<file path="src/hdl/huffman_codebook_encoder_assert.svh">
// Assertion macros for the Huffman codebook encoder.
// Used by huffman_codebook_encoder.sv; expects clk and rst in scope.
`ifndef HUFFMAN_CODEBOOK_ENCODER_ASSERT_SVH
`define HUFFMAN_CODEBOOK_ENCODER_ASSERT_SVH
`ifndef NO_ASSERTIONS
`define HCE_ASSERT(lbl, prop, msg) \
  lbl: assert property (@(posedge clk) disable iff (rst) prop) else $error(msg);
`define HCE_NEVER(lbl, expr, msg) \
  lbl: assert property (@(posedge clk) disable iff (rst) !(expr)) else $error(msg);
`else
`define HCE_ASSERT(lbl, prop, msg)
`define HCE_NEVER(lbl, expr, msg)
`endif
`endif

</file>
<file path="src/hdl/hce_pkg.sv">
// Shared types and constants of the Huffman codebook encoder.
// No dependencies.
package hce_pkg;

  localparam int CODE_W = 63;
  localparam int LEN_W  = 6;
  localparam int OP_W   = 2;
  localparam int SYM_W  = 8;

  typedef enum logic [1:0] {
    OP_CLEAR  = 2'd0,
    OP_COUNT  = 2'd1,
    OP_BUILD  = 2'd2,
    OP_ENCODE = 2'd3
  } op_t;

  typedef enum logic [1:0] {
    STAT_OK       = 2'd0,
    STAT_EMPTY    = 2'd1,
    STAT_NO_BUILD = 2'd2,
    STAT_ABSENT   = 2'd3
  } status_t;

  typedef enum logic [4:0] {
    ST_RCLR,
    ST_IDLE,
    ST_CLR,
    ST_CNT_RD,
    ST_CNT_WR,
    ST_ENC_RD,
    ST_LD_RD,
    ST_LD_WR,
    ST_LD_END,
    ST_MG_CHK,
    ST_SCAN,
    ST_SC_DRAIN,
    ST_MG_W1,
    ST_MG_W2,
    ST_WK_START,
    ST_WK_STEP,
    ST_WK_DATA,
    ST_BLD_OK,
    ST_FIN
  } state_t;

  typedef struct packed {
    logic take;
    logic idx_clr;
    logic idx_inc;
    logic sel_idx;
    logic cnt_clr;
    logic cnt_inc;
    logic load_wr;
    logic merge_init;
    logic scan_init;
    logic scan_issue;
    logic merge_a;
    logic merge_b;
    logic walk_init;
    logic par_rd;
    logic walk_adv;
    logic code_wr;
    logic enc_rd;
    logic build_ok;
    logic build_fail;
    logic clr_valid;
    logic res_load;
  } cmd_t;

  typedef struct packed {
    logic idx_last;
    logic scan_last;
    logic none_present;
    logic merge_done;
    logic sym_present;
    logic at_root;
    logic out_full;
  } stat_t;

endpackage

</file>
<file path="src/hdl/hce_ctrl.sv">
// Sequencer of the Huffman codebook encoder: one state machine that takes one word at a time.
// Depends on hce_pkg.
module hce_ctrl (
  input  logic             clk,
  input  logic             rst,
  input  logic             in_valid,
  output logic             in_ready,
  input  logic [1:0]       opcode,
  input  logic             out_ready,
  input  hce_pkg::stat_t   stat,
  output hce_pkg::cmd_t    cmd
);

  hce_pkg::state_t state, state_next;

  always_ff @(posedge clk) begin
    if (rst) begin
      state <= hce_pkg::ST_RCLR;
    end else begin
      state <= state_next;
    end
  end

  always_comb begin
    state_next = state;
    cmd        = '0;
    in_ready   = 1'b0;
    case (state)
      hce_pkg::ST_RCLR: begin
        cmd.cnt_clr = 1'b1;
        cmd.sel_idx = 1'b1;
        if (stat.idx_last) begin
          state_next = hce_pkg::ST_IDLE;
        end else begin
          cmd.idx_inc = 1'b1;
        end
      end
      hce_pkg::ST_IDLE: begin
        in_ready = 1'b1;
        if (in_valid) begin
          cmd.take    = 1'b1;
          cmd.idx_clr = 1'b1;
          case (hce_pkg::op_t'(opcode))
            hce_pkg::OP_CLEAR: begin
              cmd.clr_valid = 1'b1;
              state_next    = hce_pkg::ST_CLR;
            end
            hce_pkg::OP_COUNT:  state_next = hce_pkg::ST_CNT_RD;
            hce_pkg::OP_BUILD:  state_next = hce_pkg::ST_LD_RD;
            default:            state_next = hce_pkg::ST_ENC_RD;
          endcase
        end
      end
      hce_pkg::ST_CLR: begin
        cmd.cnt_clr = 1'b1;
        cmd.sel_idx = 1'b1;
        if (stat.idx_last) begin
          state_next = hce_pkg::ST_FIN;
        end else begin
          cmd.idx_inc = 1'b1;
        end
      end
      hce_pkg::ST_CNT_RD: state_next = hce_pkg::ST_CNT_WR;
      hce_pkg::ST_CNT_WR: begin
        cmd.cnt_inc = 1'b1;
        state_next  = hce_pkg::ST_FIN;
      end
      hce_pkg::ST_ENC_RD: begin
        cmd.enc_rd = 1'b1;
        state_next = hce_pkg::ST_FIN;
      end
      hce_pkg::ST_LD_RD: begin
        cmd.sel_idx = 1'b1;
        state_next  = hce_pkg::ST_LD_WR;
      end
      hce_pkg::ST_LD_WR: begin
        cmd.sel_idx = 1'b1;
        cmd.load_wr = 1'b1;
        if (stat.idx_last) begin
          state_next = hce_pkg::ST_LD_END;
        end else begin
          cmd.idx_inc = 1'b1;
          state_next  = hce_pkg::ST_LD_RD;
        end
      end
      hce_pkg::ST_LD_END: begin
        if (stat.none_present) begin
          cmd.build_fail = 1'b1;
          state_next     = hce_pkg::ST_FIN;
        end else begin
          cmd.merge_init = 1'b1;
          state_next     = hce_pkg::ST_MG_CHK;
        end
      end
      hce_pkg::ST_MG_CHK: begin
        cmd.idx_clr = 1'b1;
        if (stat.merge_done) begin
          state_next = hce_pkg::ST_WK_START;
        end else begin
          cmd.scan_init = 1'b1;
          state_next    = hce_pkg::ST_SCAN;
        end
      end
      hce_pkg::ST_SCAN: begin
        cmd.scan_issue = 1'b1;
        if (stat.scan_last) begin
          state_next = hce_pkg::ST_SC_DRAIN;
        end else begin
          cmd.idx_inc = 1'b1;
        end
      end
      hce_pkg::ST_SC_DRAIN: state_next = hce_pkg::ST_MG_W1;
      hce_pkg::ST_MG_W1: begin
        cmd.merge_a = 1'b1;
        state_next  = hce_pkg::ST_MG_W2;
      end
      hce_pkg::ST_MG_W2: begin
        cmd.merge_b = 1'b1;
        state_next  = hce_pkg::ST_MG_CHK;
      end
      hce_pkg::ST_WK_START: begin
        if (stat.sym_present) begin
          cmd.walk_init = 1'b1;
          state_next    = hce_pkg::ST_WK_STEP;
        end else if (stat.idx_last) begin
          state_next = hce_pkg::ST_BLD_OK;
        end else begin
          cmd.idx_inc = 1'b1;
        end
      end
      hce_pkg::ST_WK_STEP: begin
        if (stat.at_root) begin
          cmd.code_wr = 1'b1;
          if (stat.idx_last) begin
            state_next = hce_pkg::ST_BLD_OK;
          end else begin
            cmd.idx_inc = 1'b1;
            state_next  = hce_pkg::ST_WK_START;
          end
        end else begin
          cmd.par_rd = 1'b1;
          state_next = hce_pkg::ST_WK_DATA;
        end
      end
      hce_pkg::ST_WK_DATA: begin
        cmd.walk_adv = 1'b1;
        state_next   = hce_pkg::ST_WK_STEP;
      end
      hce_pkg::ST_BLD_OK: begin
        cmd.build_ok = 1'b1;
        state_next   = hce_pkg::ST_FIN;
      end
      hce_pkg::ST_FIN: begin
        if (!stat.out_full || out_ready) begin
          cmd.res_load = 1'b1;
          state_next   = hce_pkg::ST_IDLE;
        end
      end
      default: state_next = hce_pkg::ST_IDLE;
    endcase
  end

endmodule

</file>
<file path="config.mk">
export PLATFORM = sky130hd
export DESIGN_NAME = hce_ctrl
export DESIGN_NICKNAME = d
export VERILOG_FILES = /design/src/hdl/huffman_codebook_encoder_assert.svh /design/src/hdl/hce_pkg.sv /design/src/hdl/hce_ctrl.sv
export SDC_FILE = /design/constraint.sdc
export NUM_CORES = 1
export LEC_CHECK = 0
export ABC_CLOCK_PERIOD_IN_PS = 2950
export CORE_AREA = 2 2 39 41
export CTS_CLUSTER_DIAMETER = 150
export DETAILED_ROUTE_END_ITERATION = 12
export DIE_AREA = 0 0 41 43
export DONT_BUFFER_PORTS = 1
export PLACE_DENSITY = 0.75
export SLEW_MARGIN = 30
export SYNTH_ARGS = -nofsm -noshare
export SYNTH_HDL_FRONTEND = slang
export SYNTH_SLANG_ARGS = --single-unit
</file>
<file path="constraint.sdc">
create_clock -name clk -period 2.95 [get_ports clk]
set_input_delay 0.4425 -clock clk [delete_from_list [all_inputs] [get_ports clk]]
set_output_delay 0.4425 -clock clk [all_outputs]
set_load 0.005 [all_outputs]
</file>
==> results of run 1 <==
[power groups by stage]
stage                     clock [mW]  combinational (mW)  sequential (mW)
after floorplan                    0               0.159           0.0843
after global placement             0               0.145            0.120
after detailed placement           0               0.150            0.122
after CTS                     0.0809               0.151            0.120
after global routing          0.0859               0.168            0.125
final                         0.0806               0.152            0.121
[worst reg2reg max path: stages (launching register included)]
cell,delay [ns]
dfxtp_1,0.87
inv_1,0.23
or4_1,0.63
o2111a_2,0.19
nand2b_4,0.15
a21oi_2,0.14
[cells by family (layout without fill, tap and decap cells)]
| logic type | Yosys count | after routing | synth area share, % |
|---|---|---|---|
| compound gates | 32 | 32 | 27.6 |
| flops | 5 | 5 | 12.7 |
| xor+xnor | 1 | 1 | 1.11 |
| mux | 2 | 2 | 2.54 |
| buf+inv | 14 | 8 | 7.46 |
| simple gates | 64 | 64 | 48.6 |
[path summary, 6_finish.rpt]
| check | start | to | slack [ns] | cells past startpoint |
|---|---|---|---|---|
| worst max-delay path | state[1]$_SDFFE_PP0P_ | cmd[18] | 0.41 | 3 |
| worst min-delay path | rst | state[1]$_SDFFE_PP0P_ | 0.25 | 1 |
| worst max register to register | state[1]$_SDFFE_PP0P_ | state[1]$_SDFFE_PP0P_ | 0.67 | 5 |
| worst min register to register | state[1]$_SDFFE_PP0P_ | state[1]$_SDFFE_PP0P_ | 0.84 | 2 |
[per-layer routing]
| layer | wire (µm) | up-vias | part of all wire [%] |
|---|---|---|---|
| met1 | 890 | 405 | 43 |
| met5 | 0 | - | 0 |
| met2 | 983 | 33 | 48 |
| met3 | 150 | 6 | 7.3 |
| met4 | 42 | 0 | 2.0 |
| li1 | - | 423 | - |
[per-stage QoR]
| stage | setup WS [ns] | hold slack [ns] | cell area (µm²) | utilization, % | total power, mW |
|---|---|---|---|---|---|
| after floorplan | 0.976 | 0.505 | 788 | - | 0.244 |
| after global placement | 0.757 | 0.506 | 764 | 55.2 | 0.265 |
| after detailed placement | 0.698 | 0.508 | 764 | 55.2 | 0.272 |
| after CTS | 0.440 | 0.251 | 792 | 57.2 | 0.352 |
| after global routing | 0.291 | 0.245 | 792 | 57.2 | 0.379 |
| final | 0.409 | 0.250 | 792 | 57.2 | 0.353 |
[layout make-up]
cell class / count / area (µm²) / area share, %
inverter: 4 / 15.0 / 1.90
clock inverter: 1 / 5.00 / 0.632
multi-input combinational: 99 / 629 / 79.5
tap: 16 / 20.0 / 2.53
clock buffer: 3 / 22.5 / 2.84
sequential: 5 / 100 / 12.6
[cell usage after synthesis, types with 2 or more instances]
master	count	share of area, %
nor3b_1	2	1.9
nor2_1	10	4.8
nand2b_1	4	3.2
or3_1	2	1.6
inv_1	4	1.9
a21o_1	2	1.9
clkbuf_1	7	3.3
and3_1	2	1.6
buf_2	2	1.3
a31oi_1	2	1.6
o21ai_0	8	5.1
nor3_1	11	7.0
and2_1	2	1.6
o211ai_1	5	4.8
and4b_1	2	2.5
nor2b_1	5	4.0
mux2i_1	2	2.5
o31ai_1	2	1.9
or4_1	2	1.9
a21oi_1	5	3.2
dfxtp_1	5	13
nand2_1	8	3.8
nand3_1	2	1.3
==> metrics.md, run 1 <==
| Metric | Value |
|---|---|
| Most common cell after layout, fill and taps aside | nor3_1 |
| Die height | 43 µm |
| Clk_skew | 0.00516 ns |
| Largest net degree at the start of global routing | 27 |
| Final Non-Filler Cells | 128 |
| Tmin final | 2.54 ns |
| Syn_nets | 131 |
| Worst setup EP type | output pin |
| Async SR Flop Fraction | 0% |
| Fmax | 394 MHz |
| Vias in the first global route | 750 |
| # IOs | 35 |
| Hold buffer count at CTS | 0 |
| GR peak layer | met1 |
| Post-route antenna net violation count | 0 |
| Post-synthesis cell count | 118 |
| Clock power share | 22.8% |
| Antenna cell count | 0 |
| Clock Sinks | 5 |
| CP startpoint kind | flop |
| Biggest register | state |
| Critical path data arrival time | 2.10 ns |
| Logic gate share of total power | 43.0% |
| Placer's final routability congestion estimate | 0.860 |
| Deepest clock path buffer count | 2 |
| Met2 usage | 35.3% |
| # H-tree levels | 1 |
| TritonCTS clock tree | done |
| CORE AREA | 1380 µm² |
| Period utilization | 86.1% |
| Pwr/cell area | 446 nW/µm² |
| Port Buffers | 0 |
| Num CTS Buffers | 3 |
| Crit-path max FO | 26 |
| Sw power | 0.160 mW |
| Die Width | 41 µm |
| Seq/Total Area, Yosys | 12.7% |
| Number of remaining DRC errors | 0 |
| Placed insts | 124 |
| Delay-heaviest family, CP | flip-flops |
| GR Util All Layers | 25.1% |
| Initial antenna violation count | 0 |
| Final setup vio count | 0 |
| Cell chain of the critical path | inv_1 -> or4_1 -> nand2_1 |
| Area growth syn-to-layout | 0.476% |
| Pint | 0.193 mW |
| Number of synthesized flops with an enable pin | 0 |
| Initial Utilization | 57.0% |
| Global-route wire length before repair | 3.18 mm |
| 1st-iter DRT viols | 19 |
| Die area | 1760 µm² |
| Final wirelength | 2.07 mm |
| Resized cells post-CTS | 0 |
| FF+latch count, synth | 5 |
| Layout Nets | 126 |
| Synth warn | 0 |
| Number of flip-flops under the largest register name | 5 |
| Max Cap Viol | 0 |
| Pre-antenna DRT Iters | 4 |
| Wirelength per Cell | 16.1 µm |
| Post-CTS setup buffer count | 0 |
| Reg clk slew, reported paths | 0.05 ns |
| Met1 Usage GRT | 36.0% |
| Syn avg cell area | 6.68 µm² |
| Most frequent cells in the layout | nor3_1 (11), nor2_1 (10), nand2_1 (8), o21ai_0 (8) |
| Worst path required time | 2.51 ns |
| CP Class | flop to output pin |
| # fillers | 139 |
| Peak VDD IR | 0.000164 V |
| M3 GR Usage | 3.66% |
| RSZ-0062 raised after global routing | false |
| Vias/cell | 6.77 |
| Sw frac | 45.3% |
| Setup TNS Final | 0 ns |
| Status | finished clean |
| Root Buffer | clkbuf_4 |
| Crit path max-delay cell type | dfxtp_1 |
| Final HPWL DP | 1.49 mm |
| Slew headroom | 43.2% |
| Clk Latency, worst-skew pair | 0.25 ns |
| Slew Limit Fails | 0 |
| Reg power frac | 34.2% |
| Worst path bufs/invs | 1 |
| Vias | 867 |
| Overflow after GRT | 0 |
| Standard-cell rows | 14 |
| Final Hold Fails | 0 |
| Leak | 0.281 nW |
| Mapped Area | 788 µm² |
| Slew of the pin with the lowest slew margin | 0.851 ns |
| Worst path max stage delay | 0.87 ns |
| Min-delay worst type | input pin to flop |
| Biggest regs | state: 5 flops |
| Synth unique cells | 45 |
| Share of cells above drive strength 1 | 8.04% |
| Ys flop type | dfxtp_1 |
Note: power is estimated with default switching activity, not from simulation.
==> inputs of run 2 (changes only) <==
- ABC_CLOCK_PERIOD_IN_PS: 2950 -> 3300
- SKIP_LAST_GASP: unset -> 1
- clock period: 2.95 -> 3.3 ns (I/O delays scaled with it)
==> run 2 against run 1 <==
  * Via count is 2.1% higher
  * Global-route usage is 0.40 points lower
  * Hold slack better by 0.067 ns
  * Clock skew is 0.0021 ns lower
  * Sequential power is 20% lower
  * Critical endpoint unchanged
  * Largest cell class unchanged
  * Largest power group unchanged
==> metrics.md, run 2 (synthesis results as in run 1) <==
| Metric | Value |
|---|---|
| Overflow after GRT | 0 (unchanged) |
| Sw power | 0.138 mW (-14%) |
| Multi-input logic area | 629 µm² (unchanged) |
| Number of flip-flops under the largest register name | 5 (unchanged) |
| Die Width | 41 µm (unchanged) |
| Resized cells post-CTS | 0 (unchanged) |
| Standard-cell rows | 14 (unchanged) |
| Root Buffer | clkbuf_4 |
| Tmin final | 2.36 ns |
| Initial antenna violation count | 0 (unchanged) |
| Clk Latency, worst-skew pair | 0.24 ns (about the same) |
| Setup TNS Final | 0 ns (unchanged) |
| Logic gate share of total power | 47.4% (+4.4 points) |
| 1st-iter DRT viols | 17 (-2) |
| Vias | 885 (+2.1%) |
| Period utilization | 71.7% |
| Vias/cell | 6.86 (+1.3%) |
| Worst path required time | 2.80 ns (+0.29 ns) |
| Clock Sinks | 5 (unchanged) |
| Min-delay worst type | input pin to flop |
| Final wirelength | 2.07 mm (about the same) |
| Largest net degree at the start of global routing | 25 (-7.4%) |
| Fmax | 423 MHz |
| CP Class | flop to output pin |
| Num CTS Buffers | 3 (unchanged) |
| RSZ-0062 raised after global routing | false |
| Final HPWL DP | 1.50 mm (+0.56%) |
| Die height | 43 µm (unchanged) |
| CORE AREA | 1380 µm² (unchanged) |
| Peak VDD IR | 0.000136 V (-17%) |
| Cell chain of the critical path | nand2b_1 -> nor3_1 -> nor2_1 -> a21o_1 -> nand2_1 |
| Biggest regs | state: 5 flops |
| Final setup vio count | 0 (unchanged) |
| Pint | 0.177 mW (-8.3%) |
| Slew headroom | 48.5% (+5.3 points) |
| Slew of the pin with the lowest slew margin | 0.772 ns (-0.0787 ns) |
| Pre-antenna DRT Iters | 4 (unchanged) |
| Crit path max-delay cell type | dfxtp_1 |
| Critical path data arrival time | 1.87 ns (-0.23 ns) |
| TritonCTS clock tree | done |
| Met1 wire length | 888 µm (-0.22%) |
| Reg clk slew, reported paths | 0.04 ns (about the same) |
| Vias in the first global route | 769 (+2.5%) |
| Share of cells above drive strength 1 | 7.96% (-0.071 points) |
| DR top layer | met4 |
| Post-route antenna net violation count | 0 (unchanged) |
| Pwr/cell area | 394 nW/µm² (-12%) |
| Worst path max stage delay | 0.76 ns (-0.11 ns) |
| Post-Place Cell Area | 772 µm² (+0.98%) |
| Met3 wire len | 163 µm (+8.7%) |
| # fillers | 136 (-2.2%) |
| Worst setup EP type | output pin |
| Final Hold Fails | 0 (unchanged) |
| Initial Utilization | 57.0% (unchanged) |
| Status | finished clean |
| # H-tree levels | 1 (unchanged) |
| GR Util All Layers | 24.7% (-0.40 points) |
| Number of remaining DRC errors | 0 (unchanged) |
| Clock power share | 22.0% (-0.8 points) |
| Slew Limit Fails | 0 (unchanged) |
| Register area | 100 µm² (unchanged) |
| Reg power frac | 30.6% (-3.6 points) |
| Most frequent cells in the layout | nor3_1 (11), nor2_1 (10), nand2_1 (8), o21ai_0 (8) |
| Die area | 1760 µm² (unchanged) |
| Post-CTS setup buffer count | 0 (unchanged) |
| Placer's final routability congestion estimate | 0.919 (+6.8%) |
| Global-route wire length before repair | 3.13 mm (-1.5%) |
| Leak | 0.283 nW (+0.93%) |
| Most common cell after layout, fill and taps aside | nor3_1 |
| Delay-heaviest family, CP | flip-flops |
| Biggest register | state |
| Met2 WL | 954 µm (-3.0%) |
| Max Cap Viol | 0 (unchanged) |
| Sw frac | 43.7% (-1.6 points) |
| Crit-path max FO | 23 (-12%) |
| Layout Nets | 127 (+0.79%) |
| CP startpoint kind | flop |
| Worst path bufs/invs | 0 (-1) |
| Hold buffer count at CTS | 0 (unchanged) |
| Wirelength per Cell | 16.0 µm (-0.68%) |
| Clk_skew | 0.00305 ns (-0.00211 ns) |
| # IOs | 35 (unchanged) |
| Port Buffers | 0 (unchanged) |
| Deepest clock path buffer count | 2 (unchanged) |
| Antenna cell count | 0 (unchanged) |
| Design area | 798 µm² (+0.79%) |
| Area growth syn-to-layout | 1.27% |
## run 2: cell count changes in the layout (fill, tap and decap cells not counted)
cell and delta:
buf_4 +1, clkbuf_1 +1, clkinv_2 -1
## run 2: worst paths after layout
| kind | start | to | slack [ns] | depth (start not counted) |
|---|---|---|---|---|
| max | state[0]$_SDFFE_PP0P_ | cmd[18] | 0.94 | 5 |
| min | rst | state[1]$_SDFFE_PP0P_ | 0.32 | 1 |
| max reg2reg | state[4]$_SDFFE_PP0P_ | state[3]$_SDFFE_PP0P_ | 1.09 | 5 |
| min reg2reg | state[1]$_SDFFE_PP0P_ | state[1]$_SDFFE_PP0P_ | 0.77 | 3 |
## run 2: routing by layer
metal  GRT usage, %  up-vias
met4           12.7        0
met2           37.2       41
met5              0        -
met3           3.14        8
li1               -      430
met1           32.8      406
## run 2: layout make-up
| class | instances | share of cell area [%] |
|---|---|---|
| clock buffer | 4 | 3.29 |
| multi-input combinational | 99 | 78.8 |
| timing repair buffer | 1 | 0.940 |
| sequential | 5 | 12.5 |
| tap | 16 | 2.51 |
| inverter | 4 | 1.88 |
## run 2: through the flow
stage	hold slack [ns]	util (%)	total power, mW	setup slack, ns	instances
6_report	0.317	57.7	0.315	0.935	129
5_1_grt	0.304	57.7	0.341	0.793	129
4_1_cts	0.311	57.7	0.315	0.959	129
3_5_place_dp	0.559	55.8	0.244	1.12	125
3_3_place_gp	0.559	55.8	0.240	1.17	125
2_1_floorplan	0.557	-	0.218	1.27	118
## run 2: power by group through the flow
stage / clock network [mW] / registers, mW / logic [mW]
after floorplan: 0 / 0.0753 / 0.142
after global placement: 0 / 0.0954 / 0.145
after detailed placement: 0 / 0.0963 / 0.148
after CTS: 0.0709 / 0.0954 / 0.149
after global routing: 0.0742 / 0.0986 / 0.168
final: 0.0692 / 0.0964 / 0.149
==> inputs of run 3 (changes only) <==
- ABC_CLOCK_PERIOD_IN_PS: 3300 -> 2100
- CORE_AREA: 2 2 39 41 -> 2 2 41 43
- DIE_AREA: 0 0 41 43 -> 0 0 43 45
- PLACE_DENSITY: 0.75 -> 0.71
- clock period: 3.3 -> 2.1 ns (I/O delays scaled with it)
==> run 3 against run 2 <==
  * Wire length is 14% higher
  * Count of clock-buffer cells in the layout is the same
  * Critical path depth is 1 lower
  * Utilization is 0.14 points higher
  * Critical path type unchanged
==> metrics.md, run 3 (synthesis results as in run 1) <==
| Metric | Value |
|---|---|
| Status | finished clean |
| Antenna cell count | 0 (unchanged) |
| Initial antenna violation count | 0 (unchanged) |
| Clock Sinks | 5 (unchanged) |
| Critical path data arrival time | 1.70 ns (-0.17 ns) |
| Peak VDD IR | 0.000235 V (+72%) |
| GR peak layer | met2 |
| Biggest regs | state: 5 flops |
| Worst setup EP type | output pin |
| Area growth syn-to-layout | 7.94% |
| Post-CTS setup buffer count | 0 (unchanged) |
| Standard-cell rows | 14 (unchanged) |
| Die Width | 43 µm (+4.9%) |
| Clk Latency, worst-skew pair | 0.25 ns (about the same) |
| CP Class | flop to output pin |
| Share of cells above drive strength 1 | 15.1% (+7.2 points) |
| Hold Path Origin | rst |
| GR Util All Layers | 27.1% (+2.4 points) |
| Slew of the pin with the lowest slew margin | 0.383 ns (-0.388 ns) |
| Met2 usage | 45.5% (+8.3 points) |
| RSZ-0062 raised after global routing | false |
| CP startpoint kind | flop |
| Setup TNS Final | 0 ns (unchanged) |
| Period utilization | 96.1% |
| Number of flip-flops under the largest register name | 5 (unchanged) |
| Die height | 45 µm (+4.7%) |
| # IOs | 35 (unchanged) |
| Deepest clock path buffer count | 2 (unchanged) |
| TritonCTS clock tree | done |
| Slew headroom | 74.2% (+26 points) |
| 1st-iter DRT viols | 30 (+13) |
| Number of remaining DRC errors | 0 (unchanged) |
| Die area | 1940 µm² (+9.8%) |
| Clk_skew | 0.00228 ns (-0.000774 ns) |
| Vias/cell | 6.91 (+0.74%) |
| Biggest register | state |
| Most common cell after layout, fill and taps aside | nor3_1 |
| Pwr/cell area | 632 nW/µm² (+60%) |
| Met1 Usage GRT | 35.4% (+2.6 points) |
| Max Cap Viol | 0 (unchanged) |
| Final wirelength | 2.36 mm (+14%) |
| Layout Nets | 133 (+4.7%) |
| Final setup vio count | 0 (unchanged) |
| Port Buffers | 0 (unchanged) |
| Final HPWL DP | 1.76 mm (+17%) |
| Initial Utilization | 53.6% (-3.4 points) |
| Overflow after GRT | 0 (unchanged) |
| Placer's final routability congestion estimate | 0.928 (+1.0%) |
| Min-delay worst type | input pin to flop |
| Final Hold Fails | 0 (unchanged) |
| Fmax | 495 MHz |
| Most frequent cells in the layout | nor3_1 (11), nor2_1 (10), nand2_1 (8), o21ai_0 (8), buf_4 (7) |
| PnR Total Power | 0.538 mW (+71%) |
| Vias in the first global route | 860 (+12%) |
| M3 GR Usage | 2.80% (-0.34 points) |
| Vias | 933 (+5.4%) |
| Wirelength per Cell | 17.5 µm (+8.9%) |
| Slew Limit Fails | 0 (unchanged) |
| Largest net degree at the start of global routing | 24 (-4.0%) |
| Pre-antenna DRT Iters | 4 (unchanged) |
| Worst path required time | 1.78 ns (-1.02 ns) |
| Num CTS Buffers | 3 (unchanged) |
| Tmin final | 2.02 ns |
| Post-route antenna net violation count | 0 (unchanged) |
| # H-tree levels | 1 (unchanged) |
| Reg-to-reg startpoint | state[2]$_SDFFE_PP0P_ |
| Global-route wire length before repair | 3.99 mm (+27%) |
| Root Buffer | clkbuf_4 |
| Crit-path max FO | 13 (-43%) |
| Critical Path Source | state[2]$_SDFFE_PP0P_ |
| CORE AREA | 1470 µm² (+6.3%) |
| Leak | 0.318 nW (+12%) |
| Reg clk slew, reported paths | 0.05 ns (about the same) |
## run 3: cell types whose count changed in the layout (fill, tap and decap cells not counted)
cell / delta
or2_1: -1
buf_4: +6
or4_4: +1
or4_1: -1
or2_4: +1
dfxtp_2: +1
dfxtp_1: -1
## run 3: final cells by class
cell class                      count  area, µm²
Clock buffer                        4       26.3
Timing Repair Buffer                7       52.6
Tap cell                           16       20.0
Sequential cell                     5        101
Multi-Input combinational cell     99        636
Fill cell                         146        621
Inverter                            4       15.0
## run 3: final timing paths
check	to	slack, ns	depth (start not counted)
setup / recovery	cmd[18]	0.08	4
setup reg to reg	state[3]$_SDFFE_PP0P_	0.20	5
hold / removal	state[1]$_SDFFE_PP0P_	0.11	1
hold reg to reg	state[1]$_SDFFE_PP0P_	0.72	3
## run 3: through the flow
step                      setup slack, ns  cells  hold WS, ns  cell area [µm²]  util [%]
after floorplan                     0.253    118        0.377              788         -
final                              0.0816    135        0.113              851      57.8
after detailed placement            0.187    131        0.379              817      55.5
after global placement              0.283    131        0.379              817      55.5
after global routing              0.00797    135        0.110              851      57.8
after CTS                         0.00870    135        0.123              843      57.3
## run 3: what timing repair did
| action | CTS | global route |
|---|---|---|
| endpoints found under the setup margin | 0 | 1 |
| hold endpoints to repair | 0 | 0 |
| resized for setup | 0 | 3 |
| hold buffers | 0 | 0 |
## run 3: worst max-delay path, cell delays in order (launching register included)
cell	delay, ns
dfxtp_1	0.36
buf_4	0.20
or2_4	0.27
or4_4	0.51
nand2_1	0.12
## run 3: power by group
group	leakage, nW	internal [mW]	switching, mW	total [mW]
logic	0.262	0.115	0.182	0.297
clock network	0.0150	0.0723	0.0457	0.118
registers	0.0411	0.107	0.0156	0.123
total	0.318	0.295	0.243	0.538
## run 3: layer usage
metal / part of all wire (%) / vias to the layer above
met5: 0 / -
met4: 1.8 / 0
met3: 9.1 / 6
met2: 47 / 57
met1: 42 / 429
li1: - / 441
